`src/sv/hcsp_pkg.sv`:
```
// Package for the hex color spec parser.
// Types and constants shared by all modules, and the hex digit decoder used by the front end. No dependencies.
`timescale 1ns / 1ps

package hcsp_pkg;

    localparam logic [7:0] HASH_CHAR  = 8'h23;
    localparam logic [3:0] MAX_DIGITS = 4'd12;
    localparam logic [3:0] COUNT_SAT  = 4'd13;
    localparam int         BUF_BITS   = 48;
    localparam int         COMP_BITS  = 16;

    typedef enum logic [1:0] {
        ST_OK        = 2'd0,
        ST_NO_HASH   = 2'd1,
        ST_BAD_LEN   = 2'd2,
        ST_BAD_DIGIT = 2'd3
    } status_t;

    // one finished spec, handed from the front end to the formatter
    typedef struct packed {
        logic [BUF_BITS-1:0] nibbles;
        logic [3:0]          count;
        logic                no_hash;
        logic                bad_digit;
    } job_t;

    // bit 4 set: not a hex digit; low nibble then zero
    function automatic logic [4:0] hex_decode(input logic [7:0] ch);
        logic [4:0] res;
        res = 5'h10;
        if (ch >= 8'h30 && ch <= 8'h39)
        begin
            res = {1'b0, ch[3:0]};
        end
        else if ((ch >= 8'h41 && ch <= 8'h46) || (ch >= 8'h61 && ch <= 8'h66))
        begin
            // 'A'-'F' and 'a'-'f' share low bits 1..6
            res = {1'b0, ch[3:0] + 4'd9};
        end
        return res;
    endfunction

endpackage

```
`src/sv/hcsp_front.sv`:
```
// Front end of the hex color spec parser: per-character prefix check, digit decode
// and nibble collection. Emits one job per spec. Depends on hcsp_pkg.
`timescale 1ns / 1ps

module hcsp_front (
    input  logic          clk,
    input  logic          rst_n,
    input  logic          char_valid,
    input  logic [7:0]    char_code,
    input  logic          is_last,
    output logic          job_push,
    output hcsp_pkg::job_t job
);
    import hcsp_pkg::*;

    logic [BUF_BITS-1:0] nib_reg, nib_next;
    logic [3:0]          cnt_reg, cnt_next;
    logic                first_reg, first_next;
    logic                nohash_reg, nohash_next;
    logic                derr_reg, derr_next;

    logic [BUF_BITS-1:0] nib_upd;
    logic [3:0]          cnt_upd;
    logic                nohash_upd;
    logic                derr_upd;
    logic [4:0]          dec;

    always_comb
    begin
        dec        = hex_decode(char_code);
        nib_upd    = nib_reg;
        cnt_upd    = cnt_reg;
        nohash_upd = nohash_reg;
        derr_upd   = derr_reg;
        if (first_reg)
        begin
            nohash_upd = (char_code != HASH_CHAR);
        end
        else if (!nohash_reg)
        begin
            if (dec[4])
            begin
                derr_upd = 1'b1;
            end
            if (cnt_reg < MAX_DIGITS)
            begin
                nib_upd = {nib_reg[BUF_BITS-5:0], dec[3:0]};
            end
            if (cnt_reg < COUNT_SAT)
            begin
                cnt_upd = cnt_reg + 4'd1;
            end
        end

        job.nibbles   = nib_upd;
        job.count     = cnt_upd;
        job.no_hash   = nohash_upd;
        job.bad_digit = derr_upd;
        job_push      = char_valid && is_last;

        nib_next    = nib_reg;
        cnt_next    = cnt_reg;
        first_next  = first_reg;
        nohash_next = nohash_reg;
        derr_next   = derr_reg;
        if (char_valid)
        begin
            if (is_last)
            begin
                // spec done: back to the start-of-spec state
                nib_next    = '0;
                cnt_next    = '0;
                first_next  = 1'b1;
                nohash_next = 1'b0;
                derr_next   = 1'b0;
            end
            else
            begin
                nib_next    = nib_upd;
                cnt_next    = cnt_upd;
                first_next  = 1'b0;
                nohash_next = nohash_upd;
                derr_next   = derr_upd;
            end
        end
    end

    always_ff @(posedge clk or negedge rst_n)
    begin
        if (!rst_n)
        begin
            nib_reg    <= '0;
            cnt_reg    <= '0;
            first_reg  <= 1'b1;
            nohash_reg <= 1'b0;
            derr_reg   <= 1'b0;
        end
        else
        begin
            nib_reg    <= nib_next;
            cnt_reg    <= cnt_next;
            first_reg  <= first_next;
            nohash_reg <= nohash_next;
            derr_reg   <= derr_next;
        end
    end

endmodule

```
`src/sv/hcsp_job_fifo.sv`:
```
// Short job queue between the front end and the formatter.
// Holds finished specs; depth set by the top level. Depends on hcsp_pkg.
`timescale 1ns / 1ps

module hcsp_job_fifo #(
    parameter int DEPTH = 2
) (
    input  logic           clk,
    input  logic           rst_n,
    input  logic           push,
    input  hcsp_pkg::job_t push_data,
    output logic           full,
    input  logic           pop,
    output logic           empty,
    output hcsp_pkg::job_t pop_data
);
    import hcsp_pkg::*;

    localparam int PW = (DEPTH > 1) ? $clog2(DEPTH) : 1;
    localparam int CW = $clog2(DEPTH + 1);
    localparam logic [PW-1:0] LAST_PTR = PW'(DEPTH - 1);
    localparam logic [CW-1:0] FULL_CNT = CW'(DEPTH);

    job_t          mem_reg [DEPTH];
    logic [PW-1:0] wr_reg, wr_next;
    logic [PW-1:0] rd_reg, rd_next;
    logic [CW-1:0] cnt_reg, cnt_next;
    logic          do_push, do_pop;

    always_comb
    begin
        full     = (cnt_reg == FULL_CNT);
        empty    = (cnt_reg == '0);
        do_push  = push && !full;
        do_pop   = pop && !empty;
        pop_data = mem_reg[rd_reg];
        wr_next  = wr_reg;
        rd_next  = rd_reg;
        cnt_next = cnt_reg;
        if (do_push)
        begin
            wr_next = (wr_reg == LAST_PTR) ? '0 : wr_reg + PW'(1);
        end
        if (do_pop)
        begin
            rd_next = (rd_reg == LAST_PTR) ? '0 : rd_reg + PW'(1);
        end
        if (do_push && !do_pop)
        begin
            cnt_next = cnt_reg + CW'(1);
        end
        else if (do_pop && !do_push)
        begin
            cnt_next = cnt_reg - CW'(1);
        end
    end

    always_ff @(posedge clk)
    begin
        if (do_push)
        begin
            mem_reg[wr_reg] <= push_data;
        end
    end

    always_ff @(posedge clk or negedge rst_n)
    begin
        if (!rst_n)
        begin
            wr_reg  <= '0;
            rd_reg  <= '0;
            cnt_reg <= '0;
        end
        else
        begin
            wr_reg  <= wr_next;
            rd_reg  <= rd_next;
            cnt_reg <= cnt_next;
        end
    end

    a_cnt_bound: assert property (@(posedge clk) disable iff (!rst_n)
        cnt_reg <= FULL_CNT)
        else $error("job queue count beyond depth");

    a_push_grows: assert property (@(posedge clk) disable iff (!rst_n)
        (do_push && !do_pop) |=> (cnt_reg == $past(cnt_reg) + CW'(1)))
        else $error("job queue lost a push");

endmodule

```
`src/sv/hcsp_back.sv`:
```
// Formatter of the hex color spec parser: status priority, group split and
// left alignment, into the result register. Depends on hcsp_pkg.
`timescale 1ns / 1ps

module hcsp_back (
    input  logic           clk,
    input  logic           rst_n,
    input  logic           job_avail,
    input  hcsp_pkg::job_t job,
    output logic           job_take,
    input  logic           pop,
    output logic           empty,
    output logic [1:0]     status,
    output logic [15:0]    red,
    output logic [15:0]    green,
    output logic [15:0]    blue
);
    import hcsp_pkg::*;

    logic          valid_reg, valid_next;
    status_t       st_reg, st_next;
    logic [15:0]   r_reg, r_next;
    logic [15:0]   g_reg, g_next;
    logic [15:0]   b_reg, b_next;
    logic          load;

    always_comb
    begin
        load   = job_avail && (!valid_reg || pop);
        r_next = '0;
        g_next = '0;
        b_next = '0;
        st_next = ST_OK;
        if (job.no_hash)
        begin
            st_next = ST_NO_HASH;
        end
        else if (job.count != 4'd3 && job.count != 4'd6 &&
                 job.count != 4'd9 && job.count != 4'd12)
        begin
            st_next = ST_BAD_LEN;
        end
        else if (job.bad_digit)
        begin
            st_next = ST_BAD_DIGIT;
        end
        else
        begin
            unique case (job.count)
                4'd3:
                begin
                    r_next = {job.nibbles[11:8], 12'd0};
                    g_next = {job.nibbles[7:4], 12'd0};
                    b_next = {job.nibbles[3:0], 12'd0};
                end
                4'd6:
                begin
                    r_next = {job.nibbles[23:16], 8'd0};
                    g_next = {job.nibbles[15:8], 8'd0};
                    b_next = {job.nibbles[7:0], 8'd0};
                end
                4'd9:
                begin
                    r_next = {job.nibbles[35:24], 4'd0};
                    g_next = {job.nibbles[23:12], 4'd0};
                    b_next = {job.nibbles[11:0], 4'd0};
                end
                default:
                begin
                    r_next = job.nibbles[47:32];
                    g_next = job.nibbles[31:16];
                    b_next = job.nibbles[15:0];
                end
            endcase
        end

        if (load)
        begin
            valid_next = 1'b1;
        end
        else if (pop)
        begin
            valid_next = 1'b0;
        end
        else
        begin
            valid_next = valid_reg;
        end

        job_take = load;
        empty    = !valid_reg;
        status   = st_reg;
        red      = r_reg;
        green    = g_reg;
        blue     = b_reg;
    end

    always_ff @(posedge clk)
    begin
        if (load)
        begin
            st_reg <= st_next;
            r_reg  <= r_next;
            g_reg  <= g_next;
            b_reg  <= b_next;
        end
    end

    always_ff @(posedge clk or negedge rst_n)
    begin
        if (!rst_n)
        begin
            valid_reg <= 1'b0;
        end
        else
        begin
            valid_reg <= valid_next;
        end
    end

    a_err_zero: assert property (@(posedge clk) disable iff (!rst_n)
        (valid_reg && st_reg != ST_OK) |-> (r_reg == '0 && g_reg == '0 && b_reg == '0))
        else $error("error result carries color data");

    a_hold_stall: assert property (@(posedge clk) disable iff (!rst_n)
        (valid_reg && !pop) |=> (valid_reg && $stable(r_reg) && $stable(st_reg)))
        else $error("result changed before transfer");

endmodule

```
`src/sv/hex_color_spec_parser.sv`:
```
// Top level of the hex color spec parser: front end, job queue and formatter.
// Depends on hcsp_pkg, hcsp_front, hcsp_job_fifo, hcsp_back.
`timescale 1ns / 1ps

// Parses "#" followed by 3, 6, 9 or 12 hex digits, one character per transfer,
// is_last marking the end of a spec. One character is taken every cycle while
// full is low; a finished spec passes through the job queue and then the
// result register before its result appears. full rises only when the
// JOB_DEPTH-entry job queue holds finished specs that the result side has not
// drained; non-hex, missing-prefix and bad-length specs return status codes
// with zero color fields.
module hex_color_spec_parser #(
    parameter int JOB_DEPTH = 2
) (
    input  logic        clk,
    input  logic        rst_n,
    input  logic        push,
    output logic        full,
    input  logic [7:0]  char_code,
    input  logic        is_last,
    output logic        empty,
    input  logic        pop,
    output logic [1:0]  status,
    output logic [15:0] red,
    output logic [15:0] green,
    output logic [15:0] blue
);
    import hcsp_pkg::*;

    logic char_valid;
    logic job_push;
    job_t job_in;
    job_t job_out;
    logic job_empty;
    logic job_take;

    assign char_valid = push && !full;

    hcsp_front u_front (
        .clk        (clk),
        .rst_n      (rst_n),
        .char_valid (char_valid),
        .char_code  (char_code),
        .is_last    (is_last),
        .job_push   (job_push),
        .job        (job_in)
    );

    hcsp_job_fifo #(
        .DEPTH (JOB_DEPTH)
    ) u_fifo (
        .clk       (clk),
        .rst_n     (rst_n),
        .push      (job_push),
        .push_data (job_in),
        .full      (full),
        .pop       (job_take),
        .empty     (job_empty),
        .pop_data  (job_out)
    );

    hcsp_back u_back (
        .clk       (clk),
        .rst_n     (rst_n),
        .job_avail (!job_empty),
        .job       (job_out),
        .job_take  (job_take),
        .pop       (pop),
        .empty     (empty),
        .status    (status),
        .red       (red),
        .green     (green),
        .blue      (blue)
    );

endmodule
```
`config.mk`:
```
export PLATFORM = sky130hd
export DESIGN_NAME = hex_color_spec_parser
export DESIGN_NICKNAME = d
export VERILOG_FILES = /design/src/sv/hcsp_pkg.sv /design/src/sv/hcsp_front.sv /design/src/sv/hcsp_job_fifo.sv /design/src/sv/hcsp_back.sv /design/src/sv/hex_color_spec_parser.sv
export SDC_FILE = /design/constraint.sdc
export NUM_CORES = 1
export LEC_CHECK = 0
export ABC_AREA = 1
export BUFFER_PORTS_ARGS = -buffer_cell sky130_fd_sc_hd__buf_2
export CORE_MARGIN = 2
export CORE_UTILIZATION = 40
export DETAILED_ROUTE_END_ITERATION = 8
export PLACE_DENSITY = 0.65
export SLEW_MARGIN = 25
export SYNTH_ARGS = -nofsm -noshare
export SYNTH_HDL_FRONTEND = slang
export SYNTH_SLANG_ARGS = --single-unit
```
`constraint.sdc`:
```
create_clock -name clk -period 6.5 [get_ports clk]
set_clock_uncertainty 0.05 [all_clocks]
set_input_delay 1.3 -clock clk [delete_from_list [all_inputs] [get_ports clk]]
set_output_delay 1.3 -clock clk [all_outputs]
set_load 0.05 [all_outputs]
```
After elaboration in Yosys (flattened, before gate mapping)
Memories as Yosys holds them, arrays and structs flattened.
Cells that the tools add are included.
{"block": "totals", "in_bits": 13, "elab_cells": 91, "mem_count": 1, "ramBits": 108, "output_inout_bits": 52, "regBits": 110}
{"name": "u_fifo.mem_reg", "depth": 2, "width": 54, "read_ports": 1, "rd_ports_with_merged_regs": 0, "wr": 1, "line_no": "hcsp_job_fifo.sv:24", "rtl": "job_t mem_reg [DEPTH];"}
{"block": "op_classes", "n_eq_ne": 9, "reduce_logical": 24, "n_lt_le_gt_ge": 8, "muxes": 30, "n_addsub": 6}
{"op": "$mux W48", "count": 4}
{"op": "$pmux W16 S3", "count": 3}
{"op": "$ge A8 B7 Y1 const B", "count": 2}
{"op": "$le A8 B7 Y1 const B", "count": 2}
{"op": "$mux W4", "count": 4}
{"op": "$logic_and A1 B1 Y1", "count": 13}
{"op": "$mux W1", "count": 13}
{"op": "$mux W5", "count": 2}
{"op": "$ge A8 B6 Y1 const B", "count": 1}
{"op": "$le A8 B6 Y1 const B", "count": 1}
{"op": "$lt A4 B4 Y1 const B", "count": 2}
{"op": "$mux W2", "count": 4}
{"op": "$ne A4 B4 Y1 const B", "count": 2}
{"op": "$ne A8 B6 Y1 const B", "count": 1}
{"op": "$logic_not A1 Y1", "count": 5}
{"op": "$add A4 B1 Y4 const B", "count": 1}
{"op": "$add A4 B4 Y4 const B", "count": 1}
{"op": "$eq A4 B2 Y1 const B", "count": 1}
{"op": "$eq A4 B3 Y1 const B", "count": 1}
{"op": "$eq A4 B4 Y1 const B", "count": 1}
{"op": "$ne A4 B2 Y1 const B", "count": 1}
{"op": "$ne A4 B3 Y1 const B", "count": 1}
{"op": "$reduce_bool A2 Y1", "count": 2}
{"op": "$reduce_or A3 Y1", "count": 1}
{"op": "6 further kinds", "count": 8}

Longest topological paths before layout
Gate-level depths: netlist (run 1).
{"block": "depth", "word_depth": 9, "depth_mapped": 13, "ltp_nobuf": 12}

Cells and area by module
From an unflattened synthesis (run 1), not the netlist that was laid out.
{"block": "hier_totals", "cells_unflattened": 1088, "area_unflattened_um2": 10217.3}
{"module": "hcsp_job_fifo", "n_inst": 1, "cells_per_inst": 313, "area_per_inst_um2": 4155.2, "seq_area_each_um2": 3343.2}
{"module": "hcsp_front", "n_inst": 1, "cells_per_inst": 401, "area_per_inst_um2": 3155.5, "seq_area_each_um2": 1377.6}
{"module": "hcsp_back", "n_inst": 1, "cells_per_inst": 371, "area_per_inst_um2": 2892.8, "seq_area_each_um2": 1526.5}
{"module": "hex_color_spec_parser", "n_inst": 1, "cells_per_inst": 3, "area_per_inst_um2": 13.8, "seq_area_each_um2": 0.0}

Worst setup path before layout (run 1)
OpenSTA, ideal clock, no wires.
{"block": "synth_timing", "path_kind": "input to register", "from": "in pop", "to": "reg u_fifo.cnt_reg[1]", "stages": 7, "setup_time_ns": 0.123, "setup_slack_ns": 1.503, "t_required_ns": 6.327, "t_arrival_ns": 4.823, "path_buffers": 0, "cell_sequence": "nor2_1 a21oi_1 inv_1 ha_1 nor2_1 nand2_1 xor2_1"}
{"block": "synth_via", "elab_chain_len": 6, "elab_cells_between_ends": 8, "classes_between": "1 x mux; 7 x reduce/logical"}
{"item": "from (decl)", "line_no": "hex_color_spec_parser.sv:22", "rtl": "input logic pop,"}
{"item": "$logic_or A1 B1 Y1 (*)", "line_no": "hcsp_back.sv:29", "rtl": "load = job_avail && (!valid_reg || pop);"}
{"item": "$logic_and A1 B1 Y1 (*)", "line_no": "hcsp_back.sv:29"}
{"item": "net job_take", "line_no": "hex_color_spec_parser.sv:35", "rtl": "logic job_take;"}
{"item": "$logic_and A1 B1 Y1 (*)", "line_no": "hcsp_job_fifo.sv:35", "rtl": "do_pop = pop && !empty;"}
{"item": "$logic_not A1 Y1", "line_no": "hcsp_job_fifo.sv:48", "rtl": "if (do_push && !do_pop)"}
{"item": "$logic_and A1 B1 Y1", "line_no": "hcsp_job_fifo.sv:48"}
{"item": "$mux W2 / $reduce_bool A2 Y1 (equally long branches)"}
{"item": "to (signal assigned)", "line_no": "hcsp_job_fifo.sv:78", "rtl": "cnt_reg <= cnt_next;"}
{"item": "to (decl)", "line_no": "hcsp_job_fifo.sv:27", "rtl": "logic [CW-1:0] cnt_reg, cnt_next;"}
The timed path passes the listed nets; every way through them passes the cells marked *.
A chain may end at the register's enable or synchronous reset.

Worst setup path after layout (run 1)
{"block": "layout_timing", "from": "reg u_fifo.rd_reg", "to": "reg u_back.g_reg[2] (netlist: u_back.green[2]), data pin"}
{"block": "layout_via", "elab_chain_len": 6, "elab_cells_between_ends": 13, "classes_between": "7 x eq/ne; 1 x mux; 4 x reduce/logical; 1 x memory"}
{"item": "from (decl)", "line_no": "hcsp_job_fifo.sv:26", "rtl": "logic [PW-1:0] rd_reg, rd_next;"}
{"item": "from (signal assigned)", "line_no": "hcsp_job_fifo.sv:77", "rtl": "rd_reg <= rd_next;"}
{"item": "$mem_v2 Z2 W54 (*)"}
{"item": "$ne A4 B2 Y1 / $ne A4 B3 Y1 (equally long branches)", "line_no": "hcsp_back.sv:38", "rtl": "else if (job.count != 4'd3 && job.count != 4'd6 &&"}
{"item": "$logic_and A1 B1 Y1 (2 in series)", "line_no": "hcsp_back.sv:38"}
{"item": "$logic_and A1 B1 Y1", "line_no": "hcsp_back.sv:39", "rtl": "job.count != 4'd9 && job.count != 4'd12)"}
{"item": "$reduce_or A3 Y1 (no line)"}
{"item": "to (signal assigned)", "line_no": "hcsp_back.sv:104", "rtl": "g_reg <= g_next;"}
{"item": "to (decl)", "line_no": "hcsp_back.sv:23", "rtl": "logic [15:0] g_reg, g_next;"}
Mark *: on every way between the ends. The rest lies on a longest branch, timed or not.

==> results.toml, run 1 <==
[run]
drv_cap = 0

[logic_synthesis]
yosysTopAreaCell = "edfxtp_1"
syn_area_per_cell_um2 = 9.72
synthDistinctLibCells = 33
syn_area_um2 = 10100
synth_top_flop_cell = "edfxtp_1"
post_synthesis_instance_total = 1041
cell_types_with_the_largest_area_share_after_synthesis = "edfxtp_1 47%, dfrtp_1 15%, nand2_1 9.9%, inv_1 7.1%, o21a_1 3.5%"
synth.ff_latch_count = 218
synth_sequential_area_ratio_pct = 61.8
synth-edff-count = 158
async_reset_ff_share_pct = 27.5
synth_nets = 1060
yosysTopAreaCellShare_pct = 46.9
count_of_warnings_emitted_by_yosys = 0

[floorplanning]
ios = 65
starting_density_of_the_core_pct = 40.4
row_count = 58
die_height_um = 163
die_width_um = 163
core-area_um2 = 25000
die-area_um2 = 26600

[timing]
fin_worst_hold_slack_ns = 0.441
worst_pin_slew_ns = 0.927
slew_headroom_pct = 38.1
fmax_mhz = 296
final_setup_fails = 0
tcrit_tclk_final_pct = 51.9
setup_repair_after_global_routing_missed_its_margin = "no"
report.final.hold_viol_count = 0
final_period_minus_worst_setup_slack_ns = 3.38
worst_setup_slack_after_layout_ns = 3.12
timing.setup.tns_ns = 0
timing.final.max_slew_violations = 0

[clock_tree]
worstSkewPairLatency_ns = 0.50
cts_sinks = 218
post-cts-setup-buffers = 0
post_cts_resize_count = 0
tritoncts = "yes"
postCtsHoldBufs = 0
numCtsBuffers = 23
cts_max_path_bufs = 3
clk_root_buffer_cell = "clkbuf_16"
clk_pin_slew_worst_paths_ns = 0.06
htreeDepth = 1

[setup_path]
critPathRequiredTime_ns = 6.69
timing.critical_path.fanout_max = 67
crit_end_category = "flop"
critPathBufInv = 2
critical_path.top_delay_family = "simple AND/OR/NAND/NOR gates"
cp-start-kind = "flop"
worstSetupPathType = "reg -> reg"
crit_arrival_ns = 3.57
timing.critical_path.mode_cell = "nand2_1"
critical_path.max_stage_delay_ns = 0.59
crit_path_cell_trace = "buf_4, nand2_1, nand2_1, inv_1, nor2_4, nand2_1, nand3_2, nand3b_4, nor2_1"
worst_path_cell_with_the_longest_stage_delay = "buf_4"

[routing]
wl_per_cell_um = 14.7
route.layer.met1.wl_um = 9860
dr.first_iter.drc_count = 562
drt_wl_total_um = 21100
dr.pass1.iters = 4
wl_met3_um = 1030
topRoutingLayerUsed = "met4"
met2_length_um = 9630
via_count = 6937
route.antenna.remaining_nets = 0
via_count_normalized_by_instance_count = 4.83
remaining_drc_errors = 0

[final_layout]
layout.nets = 1108
antenna_cells = 0
area_growth_pct = 13.5
final_common_cell = "nand2_1"
final_layout_size_suffix_gt1_share_pct = 12.3
commonest_cells_after_routing_fill_and_taps_aside = "265 x nand2_1, 189 x inv_1, 158 x edfxtp_1"
max_reg_flops = 108
layout.core_utilization_pct = 45.8
layout.filler_cells = 2342

[placement]
place_ws_ns = 3.14
gpl.final_weighted_congestion = 0.875
hpwlAfterDp_um = 14000
io_buffer_count = 64

[power_and_ir_drop]
leakagePower_nw = 5.36
internal_power_w = 0.00319
share_seq_of_total_power_pct = 36.0
vdd.ir_drop.worst_mv = 0.239
powerDensity_nw_per_um2 = 476
comb_power_share_pct = 39.3
clkPwrFrac_pct = 24.7
sw_frac_of_total_pct = 41.6
power_switching_w = 0.00227

[global_route]
groute.usage.overall_pct = 16.3
via_count_of_the_first_global_routing_pass = 6634
globalRouteOverflowTotal = 0
maximum_number_of_pins_on_one_net_before_global_route_repair = 94
wire_length_of_the_first_global_routing_pass_um = 34300
antenna_found_initial = 0

[min_path]
hp-class = "reg -> reg"

[outcome]
outcome = "finished, final reports clean"
-- final timing paths --
check                             startpoint             endpoint  slack [ns]  cells past startpoint
min in group asynchronous              rst_n  u_front.nib_reg[44]        0.94                      2
setup reg to reg               u_fifo.rd_reg      u_back.green[2]        3.12                      9
hold / removal             u_front.first_reg    u_front.first_reg        0.44                      2
max in group asynchronous              rst_n        u_fifo.rd_reg        4.89                      2
hold reg to reg            u_front.first_reg    u_front.first_reg        0.44                      2
setup / recovery               u_fifo.rd_reg      u_back.green[2]        3.12                      9
-- final cells by class --
type | instances | area (um^2) | area share, %
flip-flops and latches | 218 | 6250 | 54.4
multi-input cells | 581 | 2940 | 25.6
inverters | 194 | 728 | 6.34
clock buffers | 31 | 626 | 5.45
well taps | 330 | 413 | 3.60
repair buffers | 71 | 373 | 3.25
clock inverters | 10 | 150 | 1.31
-- worst register-to-register path: stages, from the launching register on --
cell and delay, ns:
dfrtp_2 0.36, buf_4 0.59, nand2_1 0.11, nand2_1 0.12
inv_1 0.08, nor2_4 0.50, nand2_1 0.44, nand3_2 0.47
nand3b_4 0.33, nor2_1 0.07
-- cells in the mapped netlist, types with 8 or more instances --
cell type and number:
or2_2 10, edfxtp_1 158, nand4_1 14, o22ai_1 42, dfrtp_1 59, nor2_1 63
nand2_1 266, buf_2 15, mux2i_1 11, clkbuf_1 24, buf_4 8, nand3_1 49
inv_1 190, o21ai_0 40, o21a_1 47, o21ai_1 12
-- metrics by stage --
stage          instances  power [W]  instance area [um^2]
2_1_floorplan       1041    0.00365                 10100
3_3_place_gp        1394    0.00413                 10700
3_5_place_dp        1394    0.00415                 10700
4_1_cts             1435    0.00550                 11500
5_1_grt             1435    0.00577                 11500
6_report            1435    0.00546                 11500
-- power by group through the flow --
| stage | Combinational [W] | Clock, W | Sequential, W |
|---|---|---|---|
| 3_3_place_gp | 0.00214 | 0 | 0.00199 |
| 4_1_cts | 0.00216 | 0.00137 | 0.00197 |
| 5_1_grt | 0.00235 | 0.00143 | 0.00200 |
| 2_1_floorplan | 0.00115 | 0 | 0.00250 |
| 6_report | 0.00215 | 0.00135 | 0.00197 |
| 3_5_place_dp | 0.00215 | 0 | 0.00200 |
-- logic make-up (layout without fill, tap and decap cells) --
kind of cell,after synthesis,after routing,share of synthesized area [%]
AND/OR/NAND/NOR,413,413,17.4
buffers and inverters,242,306,9.46
flip-flops,218,218,61.8
AO/OA/AOI/OAI,146,146,9.12
multiplexers,11,11,1.09
adder cells (fa/ha/maj),6,6,0.742
XOR/XNOR,5,5,0.433
-- routing by layer --
| metal | vias up | track usage [%] |
|---|---|---|
| li1 | 3466 | - |
| met1 | 3277 | 22.9 |
| met2 | 160 | 26.0 |
| met3 | 34 | 2.31 |
| met4 | 0 | 5.59 |
| met5 | - | 0 |
Note: power is estimated with default switching activity, not from simulation.
==> run 2, diff against run 1 <==
--- a/config.mk
+++ b/config.mk
@@ -10,7 +10,7 @@
 export CORE_MARGIN = 2
 export CORE_UTILIZATION = 40
 export DETAILED_ROUTE_END_ITERATION = 8
-export PLACE_DENSITY = 0.65
+export PLACE_DENSITY = 0.67
 export SLEW_MARGIN = 25
 export SYNTH_ARGS = -nofsm -noshare
 export SYNTH_HDL_FRONTEND = slang
==> constraint.sdc (replaced) <==
create_clock -name clk -period 2.89 [get_ports clk]
set_clock_uncertainty 0.05 [all_clocks]
set_input_delay 0.578 -clock clk [delete_from_list [all_inputs] [get_ports clk]]
set_output_delay 0.578 -clock clk [all_outputs]
set_load 0.05 [all_outputs]
==> run 2 against run 1 <==
Count of clock-buffer cells in the layout stayed put; sequential power is 130% higher; power is 120% higher; die area stayed put; global-route usage is 0.27 points lower; sequential share of layout area is 0.27 points lower; first-iteration DRC count is 2.7% lower; final cell count is 0.70% higher; non-clock buffer count is 11 higher; highest routed layer unchanged.
==> results.toml, run 2 (synthesis results as in run 1) <==
[floorplanning]
starting_density_of_the_core_pct = 40.4
die_height_um = 163
die-area_um2 = 26600
row_count = 58
die_width_um = 163
core-area_um2 = 25000
ios = 65

[power_and_ir_drop]
leakagePower_nw = 5.39
powerDensity_nw_per_um2 = 1050
vdd.ir_drop.worst_mv = 0.778

[final_layout]
max_reg_flops = 108
area_growth_pct = 14.0
fin_cells = 1445
final_layout_size_suffix_gt1_share_pct = 13.2
layout.nets = 1118
final_common_cell = "nand2_1"
final_area_um2 = 11500
antenna_cells = 0
commonest_cells_after_routing_fill_and_taps_aside = "265 x nand2_1, 190 x inv_1, 158 x edfxtp_1"

[timing]
fmax_mhz = 394
worst_setup_slack_after_layout_ns = 0.351
slew_headroom_pct = 51.9
setup_repair_after_global_routing_missed_its_margin = "no"
timing.setup.tns_ns = 0
final_period_minus_worst_setup_slack_ns = 2.54
report.final.hold_viol_count = 0
final_setup_fails = 0
tcrit_tclk_final_pct = 87.9
worst_pin_slew_ns = 0.714
timing.final.max_slew_violations = 0

[clock_tree]
worstSkewPairLatency_ns = 0.51
clk_root_buffer_cell = "clkbuf_16"
postCtsHoldBufs = 0
numCtsBuffers = 22
cts_max_path_bufs = 3
cts_sinks = 218
clk_pin_slew_worst_paths_ns = 0.06
post-cts-setup-buffers = 0
tritoncts = "yes"
post_cts_resize_count = 0
htreeDepth = 1

[setup_path]
critPathRequiredTime_ns = 3.10
critical_path.max_stage_delay_ns = 0.51
crit_arrival_ns = 2.75
worstSetupPathType = "reg -> reg"
cp-start-kind = "flop"
timing.critical_path.fanout_max = 25
crit_path_cell_trace = "inv_2, nand2_1, nand2_1, inv_2, nor2_8, nand2_4, nand3_2, nand3b_4, nor2_1"
crit_end_category = "flop"
worst_path_cell_with_the_longest_stage_delay = "dfrtp_2"

[run]
drv_cap = 0

[global_route]
antenna_found_initial = 0
globalRouteOverflowTotal = 0
wire_length_of_the_first_global_routing_pass_um = 33800
maximum_number_of_pins_on_one_net_before_global_route_repair = 61
groute.usage.overall_pct = 16.0
via_count_of_the_first_global_routing_pass = 6590

[placement]
post-place-cells = 1405
hpwlAfterDp_um = 14300
place_ws_ns = 0.355
gpl.final_weighted_congestion = 0.892
io_buffer_count = 64
placedInstanceArea_um2 = 10800

[routing]
dr.first_iter.drc_count = 547
via_count = 6918
dr.pass1.iters = 5
wl_per_cell_um = 14.5
route.antenna.remaining_nets = 0
via_count_normalized_by_instance_count = 4.79
drt_wl_total_um = 21000
remaining_drc_errors = 0

[outcome]
outcome = "finished, final reports clean"

[min_path]
hp-class = "in -> async"
## run 2: worst paths after layout
path	startpoint	to	slack, ns	cells after the start
max in group asynchronous	rst_n	u_front.first_reg	2.43	2
setup reg to reg	u_fifo.rd_reg	u_back.green[3]	0.35	9
hold / removal	rst_n	u_front.nib_reg[37]	0.02	2
hold reg to reg	u_front.nohash_reg	u_front.nohash_reg	0.44	2
min in group clk	pop	u_back.valid_reg	0.22	2
setup / recovery	u_fifo.rd_reg	u_back.green[3]	0.35	9
## run 2: routing by layer
layer	part of all wire, %	global-route usage [%]	up-vias
met4	2.5	5.23	0
met2	45	26.0	181
met5	0	0	-
met3	6.0	2.67	42
li1	-	-	3492
met1	47	22.1	3203
## run 2: through the flow
| step | util [%] | total power, W | hold WS [ns] |
|---|---|---|---|
| 4_1_cts | 46.1 | 0.0122 | 0.0333 |
| 3_5_place_dp | 43.3 | 0.00945 | 0.424 |
| 5_1_grt | 46.1 | 0.0128 | 0.0474 |
| 2_1_floorplan | - | 0.00820 | 0.232 |
| 3_3_place_gp | 43.3 | 0.00939 | 0.418 |
| 6_report | 46.1 | 0.0121 | 0.0188 |
## run 2: cell type report
cell class / instances / area (um^2)
Tap cell: 330 / 413
Fill cell: 2302 / 13500
Timing Repair Buffer: 82 / 518
Sequential cell: 218 / 6250
Inverter: 194 / 728
Clock inverter: 9 / 83.8
Multi-Input combinational cell: 581 / 2940
Clock buffer: 31 / 604
## run 2: report_power, final
group	internal, W	switching (W)	leakage, nW
registers	0.00423	0.000216	2.34
clock network	0.00156	0.00114	0.338
logic	0.00119	0.00375	2.71
## run 2: worst max-delay path, delay by kind of cell (launching register included)
kind,cells,cell delay (ns)
simple gates,7,1.48
flops,1,0.51
buf+inv,2,0.24
